--- config.mk ---
export PLATFORM = sky130hd
export DESIGN_NAME = phx_seq
export DESIGN_NICKNAME = d
export VERILOG_FILES = /design/src/sv/phx_pkg.sv /design/src/sv/phx_seq.sv
export SDC_FILE = /design/constraint.sdc
export NUM_CORES = 1
export LEC_CHECK = 0
export BUFFER_PORTS_ARGS = -buffer_cell sky130_fd_sc_hd__buf_2
export CAP_MARGIN = 20
export CORE_MARGIN = 2
export CORE_UTILIZATION = 30
export DETAILED_ROUTE_END_ITERATION = 12
export GPL_TIMING_DRIVEN = 0
export PLACE_DENSITY = 0.57
export SYNTH_ARGS = -nofsm -noshare
export SYNTH_HDL_FRONTEND = slang
export SYNTH_SLANG_ARGS = --single-unit
--- constraint.sdc ---
create_clock -name clk -period 3 [get_ports clk]
set_input_delay 0.3 -clock clk [delete_from_list [all_inputs] [get_ports clk]]
set_output_delay 0.3 -clock clk [all_outputs]
set_load 0.01 [all_outputs]
--- src/sv/phx_pkg.sv ---
// phx_pkg: types, codes and constants shared by the counter generator
// depends on nothing; used by phx_seq and philox_counter_rng_unit

package phx_pkg;

  typedef struct packed {
    logic       kind;
    logic [7:0] tile_index;
  } req_t;

  typedef struct packed {
    logic [31:0] word_a;
    logic [31:0] word_b;
    logic [31:0] word_c;
    logic [31:0] word_d;
  } rsp_t;

  typedef enum logic [1:0] {
    ST_IDLE,
    ST_SEED,
    ST_DRAW
  } state_t;

  typedef enum logic [2:0] {
    OP_NONE,
    OP_ROUND,
    OP_SEED1,
    OP_SEED2,
    OP_SEED3,
    OP_SEED4,
    OP_SEED5
  } op_t;

  typedef struct packed {
    op_t  op;
    logic last;
  } ctrl_t;

  localparam logic KIND_DRAW = 1'b0;
  localparam logic KIND_SEED = 1'b1;

  localparam logic [31:0] ROUND_MUL0 = 32'hCD9E8D57;
  localparam logic [31:0] ROUND_MUL1 = 32'hD2511F53;
  localparam logic [63:0] WEYL_BUMP  = 64'hBB67AE85_9E3779B9;

  localparam logic [31:0] AVAL_OFS   = 32'd374761393;
  localparam logic [31:0] AVAL_MUL1  = 32'd668265263;
  localparam logic [31:0] AVAL_MUL2  = 32'd2246822519;
  localparam logic [31:0] AVAL_MUL3  = 32'd3266489917;
  localparam logic [31:0] KHI_MUL    = 32'd1103515245;
  localparam logic [31:0] KLO_MUL    = 32'h045D9F3B;
  localparam logic [31:0] SCALE_B    = 32'd16807;
  localparam logic [31:0] SCALE_C    = 32'd48271;
  localparam logic [31:0] SCALE_D    = 32'd69621;

  localparam int unsigned SEED_STEPS = 5;

endpackage

--- src/sv/phx_seq.sv ---
// phx_seq: sequencer that steps rounds and reseed hashing over the multipliers
// depends on phx_pkg (state_t, op_t, ctrl_t)

module phx_seq #(
  parameter int unsigned ROUNDS = 8
) (
  input  logic           clk,
  input  logic           rst,
  input  logic           req_valid,
  input  logic           req_kind,
  input  logic           out_busy,
  output logic           req_stall,
  output phx_pkg::ctrl_t ctrl
);

  localparam int unsigned CW = ($clog2(ROUNDS) > 3) ? $clog2(ROUNDS) : 3;
  localparam logic [CW-1:0] LAST_ROUND = CW'(ROUNDS - 1);
  localparam logic [CW-1:0] SEED_LAST  = CW'(phx_pkg::SEED_STEPS - 1);
  localparam logic ONE_ROUND = (ROUNDS == 1);

  phx_pkg::state_t state, state_next;
  logic [CW-1:0]   step, step_next;
  logic            accept;

  assign req_stall = (state != phx_pkg::ST_IDLE) || (ONE_ROUND && out_busy);
  assign accept    = req_valid && !req_stall;

  always_ff @(posedge clk) begin
    if (rst) begin
      state <= phx_pkg::ST_IDLE;
      step  <= '0;
    end else begin
      state <= state_next;
      step  <= step_next;
    end
  end

  always_comb begin
    state_next = state;
    step_next  = step;
    case (state)
      phx_pkg::ST_IDLE: begin
        if (accept) begin
          if (req_kind == phx_pkg::KIND_SEED) begin
            state_next = phx_pkg::ST_SEED;
            step_next  = '0;
          end else if (!ONE_ROUND) begin
            state_next = phx_pkg::ST_DRAW;
            step_next  = CW'(1);
          end
        end
      end
      phx_pkg::ST_SEED: begin
        if (step == SEED_LAST) begin
          state_next = phx_pkg::ST_IDLE;
          step_next  = '0;
        end else begin
          step_next = step + CW'(1);
        end
      end
      phx_pkg::ST_DRAW: begin
        if (step == LAST_ROUND) begin
          if (!out_busy) begin
            state_next = phx_pkg::ST_IDLE;
            step_next  = '0;
          end
        end else begin
          step_next = step + CW'(1);
        end
      end
      default: begin
        state_next = phx_pkg::ST_IDLE;
        step_next  = '0;
      end
    endcase
  end

  always_comb begin
    ctrl.op   = phx_pkg::OP_NONE;
    ctrl.last = 1'b0;
    case (state)
      phx_pkg::ST_IDLE: begin
        if (accept && req_kind == phx_pkg::KIND_DRAW) begin
          ctrl.op   = phx_pkg::OP_ROUND;
          ctrl.last = ONE_ROUND;
        end
      end
      phx_pkg::ST_SEED: begin
        case (step)
          CW'(0):  ctrl.op = phx_pkg::OP_SEED1;
          CW'(1):  ctrl.op = phx_pkg::OP_SEED2;
          CW'(2):  ctrl.op = phx_pkg::OP_SEED3;
          CW'(3):  ctrl.op = phx_pkg::OP_SEED4;
          CW'(4):  ctrl.op = phx_pkg::OP_SEED5;
          default: ctrl.op = phx_pkg::OP_NONE;
        endcase
      end
      phx_pkg::ST_DRAW: begin
        if (step == LAST_ROUND && out_busy) begin
          ctrl.op = phx_pkg::OP_NONE;
        end else begin
          ctrl.op   = phx_pkg::OP_ROUND;
          ctrl.last = (step == LAST_ROUND);
        end
      end
      default: begin
        ctrl.op   = phx_pkg::OP_NONE;
        ctrl.last = 1'b0;
      end
    endcase
  end

endmodule

; ---- Word-level counts from Yosys, hierarchy flattened
; Cells that the tools add are included.
[word_totals]
elab_cells = 43
out_inout_bits = 5
regBits = 5
[op_classes]
addsub = 1
n_eq_ne = 12
n_reduce_logical = 9
n_bitwise = 1
n_mux = 18
[ops]
columns = cell, count
row1 = $pmux W3 S3, 2
row2 = $pmux W3 S5, 1
row3 = $mux W2, 6
row4 = $mux W3, 4
row5 = $ne A2 B2 Y1 const B, 4
row6 = $eq A3 B2 Y1 const B, 2
row7 = $eq A3 B3 Y1 const B, 2
row8 = $pmux W2 S3, 1
row9 = $reduce_and A4 Y1, 1
row10 = $add A3 B1 Y3 const B, 1
row11 = $eq A3 B1 Y1 const B, 1
row12 = $logic_and A1 B1 Y1, 3
row13 = $logic_not A3 Y1, 1
row14 = $mux W1, 3
row15 = $ne A3 B3 Y1 const B, 1
row16 = $eq A2 B1 Y1 const B, 1
row17 = $eq A2 B2 Y1 const B, 1
row18 = $logic_not A2 Y1, 1
row19 = $pmux W1 S2, 1
row20 = $reduce_and A2 Y1, 1
row21 = $reduce_bool A2 Y1, 1
row22 = $logic_not A1 Y1, 1
row23 = $not A1 Y1, 1

; ---- Depth between registers and ports, before layout
; Gate-level depths: netlist of the first run.
[logic_depth]
depth_word = 6
ltp_mapped = 6
mapped_depth_nobuf = 6

; ---- Worst setup path before layout of the first run
; No wires, ideal clock.
[synth_timing]
path_type = register to output
start = register step[0]
end = output ctrl[1] in the netlist's numbering
slack_ps = 1548
stages_incl_launch_ff = 6
t_arrival_ps = 1152
path_cell_list = dfxtp_1 -> ha_1 -> ha_1 -> nand2_1 -> a21oi_1 -> o32ai_1
[synth_rtl]
columns = element, line
row1 = from (decl), phx_seq.sv:22  ; logic [CW-1:0] step, step_next;
row2 = from (signal assigned), phx_seq.sv:34  ; step <= step_next;
row3 = to (decl), phx_seq.sv:13  ; output phx_pkg::ctrl_t ctrl

==> results.md, run 1 <==
- Core area: 1334 sq um
- Slew Viols, Final: 0
- # resized after CTS: 0
- Detail-routed via count per cell: 4.923
- Sequential cell area: 100.1 sq um
- Starting Density: 32.65%
- Hold path endpoint: step[0]$_SDFFE_PP0P_
- Root Driver: clkbuf_4
- GPL Wtd Cong: 0.7032
- Routed vias: 384
- GR Util All Layers: 10.88%
- Leak pwr: 0.2286 nW
- DRC Markers: 0
- Total setup buffers inserted after CTS: 0
- Critical path capture point type: output pin
- DRT Pass-1 Iters: 4
- Unrepaired setup endpoints after global routing: false
- Detailed Place HPWL: 681 microns
- CTS tree: done
- Ports: 10
- # H-tree levels: 1
- Maximum fanout along the worst path: 5
- Outcome: finished, final reports clean
- CP startpoint kind: flip-flop
- Min-delay src: rst
- Max VDD drop: 0.2135 mV
- Core Rows: 13
- Reg2reg end: step[0]$_SDFFE_PP0P_
- Cell Area, Synth: 435.4 sq um
- Remaining Overflow, GRT: 0
- Slew Limit Headroom: 82.39%
- Clock Sinks: 5
- Die height: 42.10 microns
- Post-DR wirelength/cell: 10.67 microns
- Reg-to-reg slack, setup: 1.59 ns
- Filler Cell Count: 145
- Worst Clk Skew: 0.006664 ns
- Max Clock Freq: 0.5287 GHz
- Largest net degree at the start of global routing: 11
- Multi-input gate area: 301.5 sq um
- Tightest Hold Check Type: input pin to flip-flop
- Power per cell area: 404.7 nW/um^2
- Worst-Margin Slew: 0.2629 ns
- CTS Buffer Depth: 2
- Most frequent cells in the layout: 9 x buf_2, 7 x a21oi_1, 5 x nand2_1, 5 x ha_1, 5 x dfxtp_1
- Die width: 42.10 microns
- Max Cap Viol: 0
- Synth Instances: 50
- Initial antenna violation count: 0
- Synthesized flop and latch total: 5
- Warnings from Yosys: 0
- Number of global-route vias before repair: 349
- Crit path required time: 2.70 ns
- Commonest non-fill, non-tap cell in the layout: buf_2
- Worst Reg-to-Reg Cells: 6
- Nets: 74
- Power, Total: 0.2127 mW
- Final-report setup violation count: 0
- Worst-path clk slew: 0.05 ns
- Sequential area share after synthesis: 22.99%
- Diode count: 0
- Clock latency at the later pin of the worst-skew pair: 0.24 ns
- DRT iter0 DRCs: 7
- Total Neg Setup Slack: 0 ns
- Syn Area/Cell: 8.708 sq um
- Layout cells sized above 1: 34.92%
- Worst hold stages: 2
- PortBufs: 9
- Setup CP Type: flip-flop to output pin
- Fin. Hold Viols: 0
- Hold Buf Count CTS: 0
- Period minus WS final: 1.891 ns
- Syn nets: 60
- Antenna viol nets, final: 0
- Crit path DAT: 1.59 ns
- DRT Wirelength: 832 microns
- Yosys cell types: 22
- Crit share post-route: 63.05%
- P&R area growth vs syn: 20.69%
- Die area: 1772 sq um
- Reg2reg start: step[0]$_SDFFE_PP0P_
- First-pass GRT wire length: 1490 microns
- Num CTS Buffers: 3
through the flow:
step	util, %	std cells	hold WS (ns)	setup WS [ns]	instance area (sq um)
after floorplan	-	50	0.3691	1.548	435.4
after global placement	37.43	74	0.4938	1.380	499.2
after detailed placement	37.43	74	0.5098	1.361	499.2
after CTS	39.40	78	0.2863	1.100	525.5
after global routing	39.40	78	0.2973	0.9244	525.5
final	39.40	78	0.3017	1.109	525.5
cell families (layout without fill, tap and decap cells):
logic type / count (synthesis) / count (layout) / share of synthesized area, %
adder cells (fa/ha/maj): 5 / 5 / 14.37
multiplexers: 1 / 1 / 2.299
flip-flops: 5 / 5 / 22.99
AND/OR/NAND/NOR: 19 / 19 / 28.16
buffers and inverters: 5 / 18 / 7.758
AO/OA/AOI/OAI: 15 / 15 / 24.42
worst max path at each step:
stage	from	end	slack (ns)	depth (start not counted)
final	step[0]$_SDFFE_PP0P_	ctrl[1]	1.11	6
after global routing	step[0]$_SDFFE_PP0P_	ctrl[1]	0.92	6
after global placement	step[0]$_SDFFE_PP0P_	ctrl[1]	1.38	6
after floorplan	step[0]$_SDFFE_PP0P_	ctrl[1]	1.55	5
after CTS	step[0]$_SDFFE_PP0P_	ctrl[1]	1.10	6
after detailed placement	step[0]$_SDFFE_PP0P_	ctrl[1]	1.36	6
where the power goes:
part,leakage (nW),total (mW),internal (mW),switching (mW)
clock,0.0150,0.0775,0.0503,0.0272
sequential,0.0409,0.0749,0.0710,0.00390
combinational,0.173,0.0602,0.0298,0.0304
total,0.229,0.213,0.151,0.0615
layout make-up:
type | instances | area share [%]
Inverter | 3 | 2.143
Multi-Input combinational cell | 40 | 57.38
Sequential cell | 5 | 19.05
Tap cell | 15 | 3.571
Clock buffer | 4 | 5.000
Buffer | 2 | 4.286
Timing Repair Buffer | 9 | 8.571
sequential cells by signal, indices dropped and copies added (netlist names):
name / flops
step: 3
state: 2
cell usage after synthesis:
cell	count	share of area, %
a21oi_1	7	8.0
dfxtp_1	5	23
ha_1	5	14
nand2_1	5	4.3
nor2_1	4	3.4
inv_1	3	2.6
o21ai_0	3	3.4
buf_6	2	5.2
nand2b_4	2	6.3
nor3_1	2	2.3
a21oi_2	1	2.0
and2b_2	1	2.0
mux2i_1	1	2.3
nand2b_1	1	1.4
nand3b_1	1	1.7
nor3b_1	1	1.7
nor3b_2	1	2.9
o21bai_2	1	2.6
o22ai_4	1	4.6
o31ai_1	1	1.7
o32ai_1	1	2.0
or2_4	1	2.0
metal layers:
metal,global-route usage (%),wire [microns]
met4,3.750,0
met5,0,0
met2,16.56,375
met1,14.14,410
met3,3.879,47
worst max-delay path, cell delays in order, from the launching register on:
cell and delay [ns]:
dfxtp_1 0.41, ha_1 0.19, ha_1 0.21, nand2_1 0.12, a21oi_1 0.17, o32ai_1 0.10, buf_2 0.15
(Power assumes the default switching activity.)
==> run 2: changes to the inputs <==
- clock period: 3 -> 1.9 ns (I/O delays scaled with it)
==> results.md, run 2 (synthesized netlist as in run 1, its figures left out) <==
- Crit path largest cell delay: 0.38 ns (-0.03 ns)
- Min-delay src: rst
- Core Util, Final: 39.68% (+0.28 points)
- Fin. Hold Viols: 0 (unchanged)
- Layout cells sized above 1: 38.10% (+3.2 points)
- Worst-Margin Slew: 0.2613 ns (-0.001646 ns)
- Number of global-route vias before repair: 349 (unchanged)
- Most frequent cells in the layout: 9 x buf_2, 7 x a21oi_1, 5 x nand2_1
- Top flop regs: step: 3 flops, state: 2 flops
- Sequential cell area: 101.3 sq um (+1.2%)
- CP max stage cell: dfxtp_1
- Worst hold stages: 2 (unchanged)
- Num CTS Buffers: 3 (unchanged)
- Detail-routed via count per cell: 5.077 (+3.1%)
- Setup CP Type: flip-flop to output pin
- Max VDD drop: 0.3368 mV (+58%)
- Ports: 10 (unchanged)
- GR Util met3: 3.879% (unchanged)
- Max Clock Freq: 0.5809 GHz
- Filler Cell Count: 145 (unchanged)
- DRT iter0 DRCs: 3 (-4)
- Met2 usage: 16.56% (unchanged)
- GPL Wtd Cong: 0.7032 (unchanged)
- Slew Viols, Final: 0 (unchanged)
- Detailed Place HPWL: 681 microns (unchanged)
- DRC Markers: 0 (unchanged)
- CP startpoint kind: flip-flop
- Initial antenna violation count: 0 (unchanged)
- Critical path capture point type: output pin
- Diode count: 0 (unchanged)
- Worst Reg-to-Reg Cells: 6 (unchanged)
- CTS tree: done
- Crit-path cells: ha_1, ha_2, nand2_1, a21oi_1, o32ai_1, buf_2
- Crit path required time: 1.71 ns (-0.99 ns)
- Maximum fanout along the worst path: 4 (-1)
- # H-tree levels: 1 (unchanged)
- Starting Density: 32.65% (unchanged)
- Crit share post-route: 90.61%
- Final-report setup violation count: 0 (unchanged)
- CTS Buffer Depth: 2 (unchanged)
- Period minus WS final: 1.722 ns
- GRT busiest layer: met2
- CP top delay family: adder cells
- Die area: 1772 sq um (unchanged)
- Clock Sinks: 5 (unchanged)
- Power per cell area: 634.3 nW/um^2 (+57%)
- Hold path endpoint: step[0]$_SDFFE_PP0P_
- Post-DR wirelength/cell: 10.76 microns (+0.84%)
- Reg2reg end: step[0]$_SDFFE_PP0P_
- Max Cap Viol: 0 (unchanged)
- M1 GR Usage: 14.14% (unchanged)
- Hold Buf Count CTS: 0 (unchanged)
- GR Util All Layers: 10.88% (unchanged)
- Outcome: finished, final reports clean
- Reg with most FFs: step
- Clock latency at the later pin of the worst-skew pair: 0.24 ns (about the same)
- Max reg flops: 3 (unchanged)
- Worst Path Buf+Inv: 1 (unchanged)
- Unrepaired setup endpoints after global routing: false
- Routed vias: 396 (+3.1%)
- Root Driver: clkbuf_4
- Worst Clk Skew: 0.006050 ns (-0.0006142 ns)
- DRT Wirelength: 839 microns (+0.84%)
- Slew Limit Headroom: 82.50% (+0.11 points)
- Total setup buffers inserted after CTS: 0 (unchanged)
- P&R area growth vs syn: 21.55%
- Total Neg Setup Slack: 0 ns (unchanged)
- First-pass GRT wire length: 1490 microns (unchanged)
- Reg-to-reg slack, setup: 0.54 ns (-1.05 ns)
- Die height: 42.10 microns (unchanged)
- Crit path DAT: 1.53 ns (-0.06 ns)
- DRT Pass-1 Iters: 4 (unchanged)
- Commonest non-fill, non-tap cell in the layout: buf_2
- Die width: 42.10 microns (unchanged)
- PortBufs: 9 (unchanged)
- Core Rows: 13 (unchanged)
- Remaining Overflow, GRT: 0 (unchanged)
- Nets: 74 (unchanged)
- Leak pwr: 0.2258 nW (-1.2%)
- Core area: 1334 sq um (unchanged)
- Worst-path clk slew: 0.05 ns (about the same)
- Tightest Hold Check Type: input pin to flip-flop
- Multi-input gate area: 304.0 sq um (+0.83%)
- Antenna viol nets, final: 0 (unchanged)
- Largest net degree at the start of global routing: 11 (unchanged)
- Reg2reg start: step[1]$_SDFFE_PP0P_
==> run 2: worst max-delay path by stage <==
stage / cells after the start / to / from / slack, ns
2_1_floorplan: 5 / ctrl[1] / step[0]$_SDFFE_PP0P_ / 0.56
6_report: 6 / ctrl[1] / step[1]$_SDFFE_PP0P_ / 0.18
3_5_place_dp: 6 / ctrl[1] / step[0]$_SDFFE_PP0P_ / 0.37
5_1_grt: 6 / ctrl[1] / step[1]$_SDFFE_PP0P_ / 0.008
3_3_place_gp: 6 / ctrl[1] / step[0]$_SDFFE_PP0P_ / 0.39
4_1_cts: 6 / ctrl[1] / step[0]$_SDFFE_PP0P_ / 0.11
==> run 2: routing by layer <==
layer	up-vias	share of wire, %
met1	182	47
met5	-	0
met3	0	5.7
met4	0	0
li1	201	-
met2	13	47
==> run 2: repair_timing <==
| action | 4_1_cts | 5_1_grt |
|---|---|---|
| endpoints found under the hold margin | 0 | 0 |
| endpoints found under the setup margin | 0 | 1 |
| resized for setup | 0 | 2 |
==> run 2: stage by stage <==
step	hold slack (ns)	instances	cell area (sq um)	setup WS (ns)	total power, mW
finish	0.1783	78	529.3	0.1785	0.3357
global route	0.1798	78	529.3	0.007570	0.3611
CTS	0.1763	78	525.5	0.1098	0.3432
detailed placement	0.4347	74	499.2	0.3710	0.2163
global placement	0.4311	74	499.2	0.3901	0.2151
floorplan	0.2591	50	435.4	0.5582	0.1913
==> run 2: cell type report <==
cell class / instances / share of cell area [%]
Timing Repair Buffer: 9 / 8.511
Buffer: 2 / 4.255
Clock buffer: 4 / 4.965
Tap cell: 15 / 3.546
Inverter: 3 / 2.128
Sequential cell: 5 / 19.15
Multi-Input combinational cell: 40 / 57.45
==> run 2: where the power goes <==
group / internal (mW) / leakage, nW / switching, mW
Combinational: 0.0472 / 0.170 / 0.0479
Clock: 0.0794 / 0.0150 / 0.0426
Sequential: 0.113 / 0.0412 / 0.00603
==> run 3: changes to the inputs <==
- CAP_MARGIN: 20 -> unset
- CORE_AREA: unset -> 2 2 39 41
- CORE_MARGIN: 2 -> unset
- CORE_UTILIZATION: 30 -> unset
- DIE_AREA: unset -> 0 0 41 43
- PLACE_DENSITY: 0.57 -> 0.63
- clock period: 1.9 -> 1.5 ns (I/O delays scaled with it)
==> results.md, run 3 (synthesized netlist as in run 1, its figures left out) <==
- Remaining Overflow, GRT: 0 (unchanged)
- Die height: 43 microns (+2.1%)
- Starting Density: 31.46% (-1.2 points)
- Die width: 41 microns (-2.6%)
- Setup CP Type: flip-flop to output pin
- CP startpoint kind: flip-flop
- Power per cell area: 724.8 nW/um^2 (+14%)
- Commonest non-fill, non-tap cell in the layout: buf_2
- Period minus WS final: 1.460 ns
- Final non-filler cell total: 81 (+3.8%)
- Largest net degree at the start of global routing: 11 (unchanged)
- Power, Total: 0.4326 mW (+29%)
- Root Driver: clkbuf_4
- Layout cells sized above 1: 50.77% (+13 points)
- Detail-routed via count per cell: 4.741 (-6.6%)
- P&R area growth vs syn: 37.07%
- Die area: 1763 sq um (-0.51%)
- Antenna viol nets, final: 0 (unchanged)
- CTS tree: done
- Routed vias: 384 (-3.0%)
- Unrepaired setup endpoints after global routing: true
- Clock latency at the later pin of the worst-skew pair: 0.23 ns (about the same)
- Outcome: finished, final reports clean
- Area after DPL: 500.5 sq um (+0.25%)
- # H-tree levels: 1 (unchanged)
- GR Util All Layers: 11.13% (+0.26 points)
- CTS Buffer Depth: 2 (unchanged)
- Tightest Hold Check Type: input pin to flip-flop
- Max Clock Freq: 0.6848 GHz
- Core Util, Final: 43.13% (+3.4 points)
- Slew Limit Headroom: 79.27% (-3.2 points)
- Worst Clk Skew: 0.0008615 ns (-0.005188 ns)
- Worst-path clk slew: 0.04 ns (about the same)
- Maximum fanout along the worst path: 4 (unchanged)
- Ports: 10 (unchanged)
- DRT iter0 DRCs: 10 (+7)
- Fin. Hold Viols: 0 (unchanged)
- Crit path required time: 1.35 ns (-0.36 ns)
- Post-place setup slack: 0.02397 ns (-0.3471 ns)
- Hold Buf Count CTS: 0 (unchanged)
- Worst-Margin Slew: 0.3096 ns (+0.04828 ns)
- Final-report setup violation count: 0 (unchanged)
- Max Cap Viol: 0 (unchanged)
- Core area: 1384 sq um (+3.8%)
- Core Rows: 14 (+1)
- DRC Markers: 0 (unchanged)
- Min setup slack post-route: 0.03980 ns (-0.1387 ns)
- Max reg flops: 3 (unchanged)
- GPL Wtd Cong: 0.6380 (-9.3%)
- Detailed Place HPWL: 659.4 microns (-3.2%)
- Clock Sinks: 5 (unchanged)
- Min-delay src: rst
- Initial antenna violation count: 0 (unchanged)
- Reg2reg start: step[0]$_SDFFE_PP0P_
- Crit path DAT: 1.31 ns (-0.22 ns)
- Critical path capture point type: output pin
- Top flop regs: step: 3 flops, state: 2 flops
- Leak pwr: 0.2480 nW (+9.9%)
- Slew Viols, Final: 0 (unchanged)
- Max VDD drop: 0.3483 mV (+3.4%)
- Num CTS Buffers: 3 (unchanged)
- Post-DR wirelength/cell: 11.15 microns (+3.6%)
- Most frequent cells in the layout: 9 x buf_2, 6 x a21oi_1, 4 x nor2_1, 4 x nand2_1
- Filler Cell Count: 146 (+0.69%)
- Diode count: 0 (unchanged)
- DRT Pass-1 Iters: 4 (unchanged)
- PortBufs: 9 (unchanged)
- DRT Wirelength: 903 microns (+7.6%)
- Reg with most FFs: step
- Crit share post-route: 97.35%
- Placed cells: 75 (+1.4%)
- Number of global-route vias before repair: 361 (+3.4%)
- First-pass GRT wire length: 1352 microns (-9.3%)
- Critical path origin: step[0]$_SDFFE_PP0P_
- Nets: 76 (+2.7%)
- Design area: 596.8 sq um (+13%)
run 3: changes by cell type in the layout (fill, tap and decap cells not counted), moves of 2 or more:
cell	delta
buf_4	+2
dfxtp_1	-2
dfxtp_4	+2
ha_1	-2
ha_4	+2
run 3: cell type report:
cell class              instances  area [sq um]  area share (%)
inverters                       3         11.26           1.887
multi-input cells              40         347.8           58.28
well taps                      16         20.02           3.354
repair buffers                 11         60.06           10.06
clock buffers                   4         26.28           4.403
plain buffers                   2         22.52           3.774
flip-flops and latches          5         108.9           18.24
run 3: stage by stage:
step	setup TNS, ns	hold slack [ns]
2_1_floorplan	0	0.2191
3_3_place_gp	0	0.3865
3_5_place_dp	0	0.3875
4_1_cts	0	0.1259
5_1_grt	-0.01136	0.1424
6_report	0	0.1326
run 3: repair_timing:
action,4_1_cts,5_1_grt
cloned,0,0
pin swaps,1,2
endpoints found under the setup margin,2,2
resized for setup,9,5
setup buffers,2,0
run 3: worst paths after layout:
path | to | slack [ns] | cells past startpoint
worst max-delay path | ctrl[1] | 0.04 | 6
worst min-delay path | step[1]$_SDFFE_PP0P_ | 0.13 | 2
worst max register to register | step[0]$_SDFFE_PP0P_ | 0.17 | 6
worst min register to register | step[1]$_SDFFE_PP0P_ | 0.50 | 2
run 3: where the power goes:
group / total [mW] / internal (mW) / switching (mW) / leakage, nW
Sequential: 0.151 / 0.142 / 0.00846 / 0.0428
Combinational: 0.135 / 0.0673 / 0.0674 / 0.190
Clock: 0.147 / 0.100 / 0.0473 / 0.0150
run 3: routing by layer:
| metal | GRT usage (%) | part of all wire (%) |
|---|---|---|
| met1 | 12.50 | 43 |
| met2 | 17.81 | 54 |
| met3 | 3.141 | 3.0 |
| met4 | 6.000 | 0 |
| met5 | 0 | 0 |
run 3: critical path, stage by stage (launching register included):
cell	delay, ns
dfxtp_4	0.35
ha_4	0.17
ha_4	0.17
nand2_4	0.07
a21oi_2	0.06
o32ai_2	0.09
buf_2	0.16
